`src/sv/pehr_pkg.sv`:
```
`timescale 1ns / 1ps

package pehr_pkg;

	// Result kinds; the command queue reuses them as operation codes
	typedef enum logic [1:0] {
		KIND_ACCEPT = 2'd0,
		KIND_REJECT = 2'd1,
		KIND_NAK    = 2'd2,
		KIND_REPORT = 2'd3
	} kind_t;

	localparam int FRAC_W = 17;
	localparam logic [FRAC_W-1:0] FRAC_ONE = 17'd65536;

	// Full-scale report values
	localparam int SCALE_X = 15200;
	localparam int SCALE_Y = 9500;
	localparam int SCALE_P = 2047;

	// Report bytes and flag bits
	localparam logic [7:0] RPT_ID_STATUS  = 8'hC0;
	localparam logic [7:0] RPT_ID_PEN     = 8'h02;
	localparam logic [7:0] RPT_STATUS_END = 8'h01;
	localparam logic [7:0] RPT_TAIL       = 8'h1f;
	localparam logic [7:0] FLAG_BASE      = 8'h80 | 8'h40;
	localparam logic [7:0] FLAG_ACTIVE    = 8'h20;
	localparam logic [7:0] FLAG_TIP       = 8'h01;
	localparam logic [7:0] FLAG_SIDE1     = 8'h04;
	localparam logic [7:0] FLAG_SIDE2     = 8'h02;

	localparam int REPORT_LEN = 10;
	localparam int IDX_W = 4;
	localparam logic [IDX_W-1:0] IDX_LAST = IDX_W'(REPORT_LEN - 1);

	// One stored pen event
	typedef struct packed {
		logic [2:0]        buttons;
		logic [FRAC_W-1:0] p;
		logic [FRAC_W-1:0] y;
		logic [FRAC_W-1:0] x;
	} event_t;

	// Command from the front to the back
	typedef struct packed {
		kind_t  op;
		event_t entry;
	} cmd_t;

	// Saturate a fraction at 1.0
	function automatic logic [FRAC_W-1:0] clamp_frac(input logic [FRAC_W-1:0] f);
		return (f > FRAC_ONE) ? FRAC_ONE : f;
	endfunction

endpackage

```
`src/sv/pehr_in_if.sv`:
```
`timescale 1ns / 1ps

interface pehr_in_if;
	logic        valid;
	logic        ready;
	logic        func;
	logic [16:0] x_pos;
	logic [16:0] y_pos;
	logic [16:0] tip_pressure;
	logic [2:0]  buttons;

	modport source (output valid, func, x_pos, y_pos, tip_pressure, buttons, input ready);
	modport sink (input valid, func, x_pos, y_pos, tip_pressure, buttons, output ready);
endinterface

```
`src/sv/pehr_out_if.sv`:
```
`timescale 1ns / 1ps

interface pehr_out_if;
	logic       valid;
	logic       ready;
	logic [1:0] kind;
	logic [7:0] report_byte;
	logic       last;

	modport source (output valid, kind, report_byte, last, input ready);
	modport sink (input valid, kind, report_byte, last, output ready);
endinterface

```
`src/sv/pehr_cfg_if.sv`:
```
`timescale 1ns / 1ps

interface pehr_cfg_if;
	logic valid;
	logic ready;
	logic enabled;

	modport source (output valid, enabled, input ready);
	modport sink (input valid, enabled, output ready);
endinterface

```
`src/sv/pehr_front.sv`:
```
`timescale 1ns / 1ps

module pehr_front import pehr_pkg::*; #(
	parameter int QUEUE_DEPTH = 16
) (
	input  logic          clk,
	input  logic          arst_n,
	pehr_in_if.sink       req,
	pehr_cfg_if.sink      cfg,
	output logic          push,
	output cmd_t          push_cmd,
	input  logic          full
);

	localparam int PTR_W = (QUEUE_DEPTH > 1) ? $clog2(QUEUE_DEPTH) : 1;
	localparam int CNT_W = $clog2(QUEUE_DEPTH + 1);
	localparam logic [PTR_W-1:0] PTR_LAST = PTR_W'(QUEUE_DEPTH - 1);

	typedef enum logic [1:0] {
		F_IDLE = 2'b01,
		F_READ = 2'b10
	} front_state_t;

	front_state_t      state_q;
	logic              enabled_q;
	logic [PTR_W-1:0]  rd_ptr_q;
	logic [PTR_W-1:0]  wr_ptr_q;
	logic [CNT_W-1:0]  cnt_q;
	event_t            mem [QUEUE_DEPTH];
	event_t            rd_data_q;
	event_t            ev;
	logic              accept;
	logic              q_full;
	logic              q_empty;
	logic              wr_en;
	logic              rd_en;

	function automatic logic [PTR_W-1:0] ptr_next(input logic [PTR_W-1:0] p);
		return (p == PTR_LAST) ? '0 : p + 1'b1;
	endfunction

	// Enable register
	assign cfg.ready = 1'b1;
	always_ff @(posedge clk or negedge arst_n) begin
		if (!arst_n) begin
			enabled_q <= 1'b0;
		end else if (cfg.valid) begin
			enabled_q <= cfg.enabled;
		end
	end

	// Input handshake and classification
	assign req.ready = (state_q == F_IDLE) && !full;
	assign accept    = req.valid && req.ready;
	assign q_full    = (cnt_q == CNT_W'(QUEUE_DEPTH));
	assign q_empty   = (cnt_q == '0);
	assign wr_en     = accept && !req.func && enabled_q;
	assign rd_en     = accept && req.func && !q_empty;

	always_comb begin
		ev.x       = clamp_frac(req.x_pos);
		ev.y       = clamp_frac(req.y_pos);
		ev.p       = clamp_frac(req.tip_pressure);
		ev.buttons = req.buttons;
	end

	// Event store; read data registered
	always_ff @(posedge clk) begin
		if (wr_en) begin
			mem[wr_ptr_q] <= ev;
		end
		if (rd_en) begin
			rd_data_q <= mem[rd_ptr_q];
		end
	end

	// Queue pointers; a full queue drops its oldest entry
	always_ff @(posedge clk or negedge arst_n) begin
		if (!arst_n) begin
			rd_ptr_q <= '0;
			wr_ptr_q <= '0;
			cnt_q    <= '0;
		end else if (wr_en) begin
			wr_ptr_q <= ptr_next(wr_ptr_q);
			if (q_full) begin
				rd_ptr_q <= ptr_next(rd_ptr_q);
			end else begin
				cnt_q <= cnt_q + 1'b1;
			end
		end else if (rd_en) begin
			rd_ptr_q <= ptr_next(rd_ptr_q);
			cnt_q    <= cnt_q - 1'b1;
		end
	end

	// State: wait in F_READ for the popped entry
	always_ff @(posedge clk or negedge arst_n) begin
		if (!arst_n) begin
			state_q <= F_IDLE;
		end else begin
			unique case (state_q)
				F_IDLE: if (rd_en) state_q <= F_READ;
				F_READ: state_q <= F_IDLE;
				default: state_q <= F_IDLE;
			endcase
		end
	end

	// Command to the back
	always_comb begin
		push_cmd.entry = rd_data_q;
		push_cmd.op    = KIND_REPORT;
		push           = 1'b0;
		unique case (state_q)
			F_IDLE: begin
				push = accept && !rd_en;
				if (req.func) begin
					push_cmd.op = KIND_NAK;
				end else if (enabled_q) begin
					push_cmd.op = KIND_ACCEPT;
				end else begin
					push_cmd.op = KIND_REJECT;
				end
			end
			F_READ: begin
				push = 1'b1;
			end
			default: push = 1'b0;
		endcase
	end

endmodule

```
`src/sv/pehr_cmd_fifo.sv`:
```
`timescale 1ns / 1ps

module pehr_cmd_fifo import pehr_pkg::*; (
	input  logic clk,
	input  logic arst_n,
	input  logic push,
	input  cmd_t push_cmd,
	output logic full,
	input  logic pop,
	output cmd_t pop_cmd,
	output logic empty
);

	cmd_t       slot_q [2];
	logic       wr_q;
	logic       rd_q;
	logic [1:0] cnt_q;

	assign full    = (cnt_q == 2'd2);
	assign empty   = (cnt_q == 2'd0);
	assign pop_cmd = slot_q[rd_q];

	// Storage
	always_ff @(posedge clk) begin
		if (push) begin
			slot_q[wr_q] <= push_cmd;
		end
	end

	// Pointers and fill
	always_ff @(posedge clk or negedge arst_n) begin
		if (!arst_n) begin
			wr_q  <= 1'b0;
			rd_q  <= 1'b0;
			cnt_q <= 2'd0;
		end else begin
			if (push) wr_q <= ~wr_q;
			if (pop)  rd_q <= ~rd_q;
			case ({push, pop})
				2'b10:   cnt_q <= cnt_q + 1'b1;
				2'b01:   cnt_q <= cnt_q - 1'b1;
				default: cnt_q <= cnt_q;
			endcase
		end
	end

endmodule

```
`src/sv/pehr_back.sv`:
```
`timescale 1ns / 1ps

module pehr_back import pehr_pkg::*; (
	input  logic      clk,
	input  logic      arst_n,
	input  logic      cmd_valid,
	input  cmd_t      cmd,
	output logic      pop,
	pehr_out_if.source rsp
);

	typedef enum logic [2:0] {
		B_IDLE   = 3'b001,
		B_SCALE  = 3'b010,
		B_STREAM = 3'b100
	} back_state_t;

	back_state_t      state_q;
	event_t           ev_s1;
	logic [15:0]      x_s2;
	logic [15:0]      y_s2;
	logic [15:0]      p_s2;
	logic [7:0]       flags_s2;
	logic             status_s2;
	logic [IDX_W-1:0] idx_q;
	logic             rsp_valid_q;
	kind_t            kind_q;
	logic [7:0]       byte_q;
	logic             last_q;
	logic             out_free;
	logic             out_load;
	logic             active;
	logic [30:0]      prod_x;
	logic [30:0]      prod_y;
	logic [30:0]      prod_p;
	logic [7:0]       rpt_byte;

	assign out_free    = !rsp_valid_q || rsp.ready;
	assign rsp.valid   = rsp_valid_q;
	assign rsp.kind    = kind_q;
	assign rsp.report_byte = byte_q;
	assign rsp.last    = last_q;

	// Take a command while idle: reports always, single results only when the output is free
	assign pop = (state_q == B_IDLE) && cmd_valid
		&& ((cmd.op == KIND_REPORT) || out_free);

	// Output register takes a new item this cycle
	assign out_load = (pop && (cmd.op != KIND_REPORT))
		|| ((state_q == B_STREAM) && out_free);

	// Scaling products
	assign active = (ev_s1.buttons != '0) || (ev_s1.p != '0);
	assign prod_x = 31'(ev_s1.x) * 31'(SCALE_X);
	assign prod_y = 31'(ev_s1.y) * 31'(SCALE_Y);
	assign prod_p = 31'(ev_s1.p) * 31'(SCALE_P);

	always_ff @(posedge clk) begin
		if (pop) begin
			ev_s1 <= cmd.entry;
		end
		if (state_q == B_SCALE) begin
			x_s2      <= 16'(prod_x[30:16]);
			y_s2      <= 16'(prod_y[30:16]);
			p_s2      <= active ? 16'(prod_p[30:16]) : 16'd0;
			status_s2 <= (ev_s1 == '0);
			flags_s2  <= FLAG_BASE
				| (active ? FLAG_ACTIVE : 8'h00)
				| (ev_s1.buttons[0] ? FLAG_TIP : 8'h00)
				| (ev_s1.buttons[1] ? FLAG_SIDE1 : 8'h00)
				| (ev_s1.buttons[2] ? FLAG_SIDE2 : 8'h00);
		end
	end

	// Report byte select
	always_comb begin
		case (idx_q)
			4'd0:    rpt_byte = status_s2 ? RPT_ID_STATUS : RPT_ID_PEN;
			4'd1:    rpt_byte = status_s2 ? 8'h00 : flags_s2;
			4'd2:    rpt_byte = x_s2[7:0];
			4'd3:    rpt_byte = x_s2[15:8];
			4'd4:    rpt_byte = y_s2[7:0];
			4'd5:    rpt_byte = y_s2[15:8];
			4'd6:    rpt_byte = p_s2[7:0];
			4'd7:    rpt_byte = p_s2[15:8];
			4'd8:    rpt_byte = status_s2 ? 8'h00 : RPT_TAIL;
			4'd9:    rpt_byte = status_s2 ? RPT_STATUS_END : 8'h00;
			default: rpt_byte = 8'h00;
		endcase
	end

	// Sequencer and output register
	always_ff @(posedge clk or negedge arst_n) begin
		if (!arst_n) begin
			state_q     <= B_IDLE;
			idx_q       <= '0;
			rsp_valid_q <= 1'b0;
			kind_q      <= KIND_ACCEPT;
			byte_q      <= 8'h00;
			last_q      <= 1'b0;
		end else begin
			rsp_valid_q <= out_load || (rsp_valid_q && !rsp.ready);
			unique case (state_q)
				B_IDLE: begin
					if (pop) begin
						if (cmd.op == KIND_REPORT) begin
							state_q <= B_SCALE;
						end else begin
							kind_q <= cmd.op;
							byte_q <= 8'h00;
							last_q <= 1'b1;
						end
					end
				end
				B_SCALE: begin
					idx_q   <= '0;
					state_q <= B_STREAM;
				end
				B_STREAM: begin
					if (out_free) begin
						kind_q <= KIND_REPORT;
						byte_q <= rpt_byte;
						last_q <= (idx_q == IDX_LAST);
						idx_q  <= idx_q + 1'b1;
						if (idx_q == IDX_LAST) begin
							state_q <= B_IDLE;
						end
					end
				end
				default: state_q <= B_IDLE;
			endcase
		end
	end

endmodule

```
`src/sv/pen_event_queue_hid_reporter.sv`:
```
`timescale 1ns / 1ps

// Pen event queue with HID report output. The front takes one item per cycle
// while the two-entry command queue has room: an event is stored (oldest
// dropped when the store is full) or rejected while disabled, a poll of an
// empty store answers NAK; a poll that pops an entry holds off the next input
// while the registered event store read completes. The back turns each
// command into results: one result, or for a popped entry the take of the
// command, a scaling state and then ten report bytes at one per cycle while
// the output is taken. The output register lets the front keep accepting
// while a result waits.
module pen_event_queue_hid_reporter import pehr_pkg::*; #(
	parameter int QUEUE_DEPTH = 16
) (
	input  logic       clk,
	input  logic       arst_n,
	pehr_in_if.sink    req,
	pehr_cfg_if.sink   cfg,
	pehr_out_if.source rsp
);

	logic push;
	cmd_t push_cmd;
	logic full;
	logic pop;
	cmd_t pop_cmd;
	logic empty;

	// Front: classify items and keep the event store
	pehr_front #(
		.QUEUE_DEPTH (QUEUE_DEPTH)
	) u_front (
		.clk      (clk),
		.arst_n   (arst_n),
		.req      (req),
		.cfg      (cfg),
		.push     (push),
		.push_cmd (push_cmd),
		.full     (full)
	);

	// Command queue between front and back
	pehr_cmd_fifo u_cmd_fifo (
		.clk      (clk),
		.arst_n   (arst_n),
		.push     (push),
		.push_cmd (push_cmd),
		.full     (full),
		.pop      (pop),
		.pop_cmd  (pop_cmd),
		.empty    (empty)
	);

	// Back: scaling and report streaming
	pehr_back u_back (
		.clk       (clk),
		.arst_n    (arst_n),
		.cmd_valid (!empty),
		.cmd       (pop_cmd),
		.pop       (pop),
		.rsp       (rsp)
	);

endmodule
```
`src/flat_wrapper.sv`:
```
// flat-port wrapper written by rule: the top's interface ports become plain ports
module pen_event_queue_hid_reporter_flat import pehr_pkg::*;
#(
	parameter int QUEUE_DEPTH = 16
)
  (clk, arst_n, req_valid, req_func, req_x_pos, req_y_pos, req_tip_pressure, req_buttons, req_ready, cfg_valid, cfg_enabled, cfg_ready, rsp_valid, rsp_kind, rsp_report_byte, rsp_last, rsp_ready);
  pehr_in_if req_i ();
  pehr_cfg_if cfg_i ();
  pehr_out_if rsp_i ();
  input  logic clk;
  input  logic arst_n;
  input wire logic [$bits(req_i.valid)-1:0] req_valid;
  input wire logic [$bits(req_i.func)-1:0] req_func;
  input wire logic [$bits(req_i.x_pos)-1:0] req_x_pos;
  input wire logic [$bits(req_i.y_pos)-1:0] req_y_pos;
  input wire logic [$bits(req_i.tip_pressure)-1:0] req_tip_pressure;
  input wire logic [$bits(req_i.buttons)-1:0] req_buttons;
  output wire logic [$bits(req_i.ready)-1:0] req_ready;
  input wire logic [$bits(cfg_i.valid)-1:0] cfg_valid;
  input wire logic [$bits(cfg_i.enabled)-1:0] cfg_enabled;
  output wire logic [$bits(cfg_i.ready)-1:0] cfg_ready;
  output wire logic [$bits(rsp_i.valid)-1:0] rsp_valid;
  output wire logic [$bits(rsp_i.kind)-1:0] rsp_kind;
  output wire logic [$bits(rsp_i.report_byte)-1:0] rsp_report_byte;
  output wire logic [$bits(rsp_i.last)-1:0] rsp_last;
  input wire logic [$bits(rsp_i.ready)-1:0] rsp_ready;
  assign req_i.valid = req_valid;
  assign req_i.func = req_func;
  assign req_i.x_pos = req_x_pos;
  assign req_i.y_pos = req_y_pos;
  assign req_i.tip_pressure = req_tip_pressure;
  assign req_i.buttons = req_buttons;
  assign req_ready = req_i.ready;
  assign cfg_i.valid = cfg_valid;
  assign cfg_i.enabled = cfg_enabled;
  assign cfg_ready = cfg_i.ready;
  assign rsp_valid = rsp_i.valid;
  assign rsp_kind = rsp_i.kind;
  assign rsp_report_byte = rsp_i.report_byte;
  assign rsp_last = rsp_i.last;
  assign rsp_i.ready = rsp_ready;
  pen_event_queue_hid_reporter #(.QUEUE_DEPTH(QUEUE_DEPTH)) u_core (.clk(clk), .arst_n(arst_n), .req(req_i), .cfg(cfg_i), .rsp(rsp_i));
endmodule
```
`config.mk`:
```
export PLATFORM = sky130hd
export DESIGN_NAME = pen_event_queue_hid_reporter_flat
export DESIGN_NICKNAME = d
export VERILOG_FILES = /design/src/sv/pehr_pkg.sv /design/src/sv/pehr_in_if.sv /design/src/sv/pehr_out_if.sv /design/src/sv/pehr_cfg_if.sv /design/src/sv/pehr_front.sv /design/src/sv/pehr_cmd_fifo.sv /design/src/sv/pehr_back.sv /design/src/sv/pen_event_queue_hid_reporter.sv /design/src/flat_wrapper.sv
export SDC_FILE = /design/constraint.sdc
export NUM_CORES = 2
export LEC_CHECK = 0
export BUFFER_PORTS_ARGS = -buffer_cell sky130_fd_sc_hd__clkbuf_2
export CAP_MARGIN = 10
export CORE_ASPECT_RATIO = 1.2
export CORE_MARGIN = 4
export CORE_UTILIZATION = 63
export CTS_BUF_LIST = sky130_fd_sc_hd__clkbuf_16
export DETAILED_ROUTE_END_ITERATION = 12
export PLACE_DENSITY = 0.8
export SYNTH_ARGS = -nofsm -noshare
export SYNTH_HDL_FRONTEND = slang
export SYNTH_HIERARCHICAL = 1
export SYNTH_SLANG_ARGS = --single-unit
```
`constraint.sdc`:
```
create_clock -name clk -period 6.97 [get_ports clk]
set_input_delay 0.3485 -clock clk [delete_from_list [all_inputs] [get_ports clk]]
set_output_delay 0.3485 -clock clk [all_outputs]
set_load 0.005 [all_outputs]
```
==> impl_metrics.py <==
metrics = {
    "status": {
        "status": "finished clean",
    },
    "cells_and_area": {
        "fin_nets": 3800,
        "areaGrowthSynthToFinish_pct": 9.384,
        "diodes": 0,
        "final_cell_mix": "edfxtp_1 (1,131), inv_1 (390), ha_1 (258), fa_1 (225), mux4_2 (216)",
        "drive_gt1_frac": 0.1753,
        "multi_input_area_um2": 18390,
        "n_fill_cell": 5303,
        "layout_commonest_cell": "edfxtp_1",
        "register_area_um2": 34960,
    },
    "place": {
        "hpwlAfterDp_um": 68160,
        "port_buffers": 73,
        "place.gp.congestion": 0.8617,
    },
    "critical_path": {
        "crit_path_max_fanout": 4,
        "worstSetupEndpointType": "flip-flop",
        "critical_path.cell_chain": "fa_1, inv_1, fa_1, inv_1, fa_1, fa_1, inv_1, fa_1, inv_1, ha_1, and4_1, nand4_2, a2111oi_4, nor3_1, o31ai_2, a31oi_1, xor2_1, nor2_1",
        "critPathMaxStageDelay_ns": 0.68,
        "r2r_cells": 18,
        "worst-setup-path-type": "reg2reg",
        "reg2reg_setup_slack_ns": 1.32,
        "cp_common_cell": "fa_1",
        "worst_ep_required_time_ns": 7.39,
        "startpoint_type": "flip-flop",
        "timing.rr.end": "u_core/u_back/p_s2[9]",
        "worstReg2RegStart": "u_core/u_back/ev_s1[40]",
        "crit_slowest_cell": "fa_1",
        "arrival_ns": 6.07,
    },
    "detailed_routing": {
        "totalWireLength_um": 117300,
        "dr.first_iter.drc_count": 3131,
        "dr.pass1.iters": 6,
        "ant_nets": 0,
        "vias_per_cell": 6.231,
        "route.detailed.drc": 0,
        "wire_per_inst_um": 26.16,
        "num_vias": 27930,
    },
    "sta": {
        "min_period_ns": 5.650,
        "rsz0062_at_grt": "false",
        "worstMarginPinSlew_ns": 1.374,
        "slew_headroom": 0.08394,
        "hold_viol_final": 0,
        "timing.fmax_mhz": 177.0,
        "fin_setup_tns_ns": 0,
        "finalSetupViolCount": 0,
        "timing.hold.ws_ns": 0.08484,
        "fin_skew_ns": 0.02518,
        "post-route-period-util": 0.8107,
        "finalMaxSlewViolations": 0,
    },
    "cts": {
        "clock_latency_ns": 0.68,
        "cts_resized": 0,
        "cts_buffers": 107,
        "path_clk_slew_ns": 0.06,
        "cts.sinks": 1170,
        "htreeDepth": 3,
        "root_buffer": "clkbuf_16",
        "post_cts_buffers": 0,
        "cts_hold_repair.buffers": 4,
        "cts_tree": "yes",
        "clockBufferDepth": 3,
    },
    "floorplan": {
        "dieArea_um2": 92330,
        "die_h_um": 332.1,
        "core_area_um2": 86520,
        "die_w_um": 278.1,
        "rows": 118,
        "io_pins": 75,
        "start_util": 0.6373,
    },
    "yosys": {
        "syn_area_um2": 55140,
        "synth_edf_count": 1131,
        "syn_inst": 3139,
        "yosys_warnings": 6,
        "syn_nets": 3683,
        "seq_area_frac_synth": 0.6337,
        "synthArstFlopShare": 0.03333,
        "yosys.cell_types.count": 80,
        "yosys_most_used_dff": "edfxtp_1",
        "ys_ff_latch": 1170,
        "postSynthAreaPerCell_um2": 17.56,
    },
    "grt": {
        "grt_usage": 0.2582,
        "grt_first_pass_wirelength_um": 181000,
        "gr-usage-met1": 0.3518,
        "antenna_found_initial": 2,
        "met2_usage": 0.4435,
        "grt_remaining_overflow": 0,
        "grt_max_degree": 161,
        "use_met3": 0.03431,
        "top_usage_layer": "met2",
        "grt_pass1_vias": 29850,
    },
    "hold_path": {
        "hold_path_end": "u_core/u_front/mem[10][53]",
        "hold_path.class": "in2reg",
        "holdCritStartpoint": "req_buttons[2]",
        "hold_depth": 1,
    },
    "job": {
        "maxCapViolCount": 0,
    },
}
state kept, by name (all words and copies together) (netlist names), 5 cells and up:
register                       count
u_core/u_front/mem               864
u_core/u_cmd_fifo/slot_q         112
u_core/u_back/ev_s1               54
u_core/u_front/push_cmd           54
u_core/u_back/x_s2                15
u_core/u_back/y_s2                15
u_core/u_back/p_s2                12
u_core/u_back/rsp.report_byte      8
u_core/u_front/cnt_q               5
synthesized netlist by cell type, types with 3 or more instances:
cell	instances	area (µm²)
dfrtp_1	37	925.9
o21a_1	6	45.04
fa_1	225	4504
buf_6	9	101.4
buf_1	7	26.28
nand2_1	42	157.7
mux2i_1	58	580.6
xnor2_1	30	262.8
clkbuf_1	52	195.2
mux2_4	30	450.4
nor2b_1	121	757.0
nand4_1	14	87.58
xor2_1	22	192.7
mux2_2	33	371.6
o21ai_1	3	15.01
and3_1	6	37.54
nor2_1	65	244.0
a211oi_1	59	442.9
a21oi_1	108	540.5
a221oi_1	4	35.03
o21bai_1	4	30.03
nor3_1	14	70.07
mux4_2	216	4865
a22o_1	5	43.79
nor4_1	15	93.84
buf_2	19	95.09
o21ai_0	33	165.2
inv_1	371	1393
and2_1	7	43.79
a41oi_1	5	43.79
a222oi_1	5	50.05
a31oi_1	3	18.77
nand2b_1	7	43.79
mux2_1	3	33.78
ha_1	258	3228
nand3b_1	4	30.03
and4_1	3	26.28
a21o_1	22	165.2
buf_4	17	127.6
edfxtp_1	1131	33960
a22oi_1	12	90.09
nand3_1	6	30.03
area by class of cell:
cell class,count,area share
flip-flops and latches,1170,0.5796
multi-input cells,1494,0.3049
clock buffers,108,0.04481
well taps,1140,0.02365
inverters,371,0.02309
clock inverters,87,0.01222
repair buffers,112,0.01170
metrics by stage:
step,util,setup slack [ns],cell area (µm²),instances
5_1_grt,0.6971,0.9578,60310,4482
4_1_cts,0.6971,1.255,60310,4482
3_3_place_gp,0.6569,1.344,56830,4283
2_1_floorplan,-,0.7964,55140,3139
3_5_place_dp,0.6569,1.239,56830,4283
6_report,0.6971,1.320,60310,4482
layer usage:
| layer | up-vias | wire (µm) |
|---|---|---|
| met4 | 0 | 3533 |
| met3 | 233 | 8760 |
| met1 | 14430 | 44290 |
| met5 | - | 0 |
| met2 | 1245 | 60680 |
| li1 | 12030 | - |
critical path: cells and delay by family (launching register included):
kind | cells | cell delay [ns]
fa+ha+maj | 6 | 3.09
simple gates | 4 | 0.61
buf+inv | 4 | 0.24
compound gates | 3 | 0.83
xor+xnor | 1 | 0.15
flops | 1 | 0.49
logic make-up (layout without fill, tap and decap cells):
| family | count (synthesis) | in the layout | synth area share |
|---|---|---|---|
| XOR/XNOR | 52 | 52 | 0.008260 |
| AND/OR/NAND/NOR | 321 | 321 | 0.03200 |
| flip-flops | 1170 | 1170 | 0.6337 |
| AO/OA/AOI/OAI | 297 | 297 | 0.03626 |
| other | 1 | 1 | 0.00006801 |
| multiplexers | 340 | 340 | 0.1143 |
| adder cells (fa/ha/maj) | 483 | 483 | 0.1402 |
| buffers and inverters | 475 | 678 | 0.03515 |
how the worst max path moves through the flow:
| stage | startpoint | endpoint | cells after the start |
|---|---|---|---|
| 2_1_floorplan | u_core/u_cmd_fifo/rd_q | u_core/u_cmd_fifo/cnt_q[1] | 8 |
| 3_3_place_gp | u_core/u_back/ev_s1[40] | u_core/u_back/p_s2[9] | 18 |
| 3_5_place_dp | u_core/u_back/ev_s1[40] | u_core/u_back/p_s2[9] | 18 |
| 4_1_cts | u_core/u_back/ev_s1[40] | u_core/u_back/p_s2[9] | 18 |
| 5_1_grt | u_core/u_back/ev_s1[40] | u_core/u_back/p_s2[9] | 18 |
| 6_report | u_core/u_back/ev_s1[40] | u_core/u_back/p_s2[9] | 18 |
Power is not shown: default switching activity piles up to over one toggle a cycle in this logic, so the estimate is an artifact.
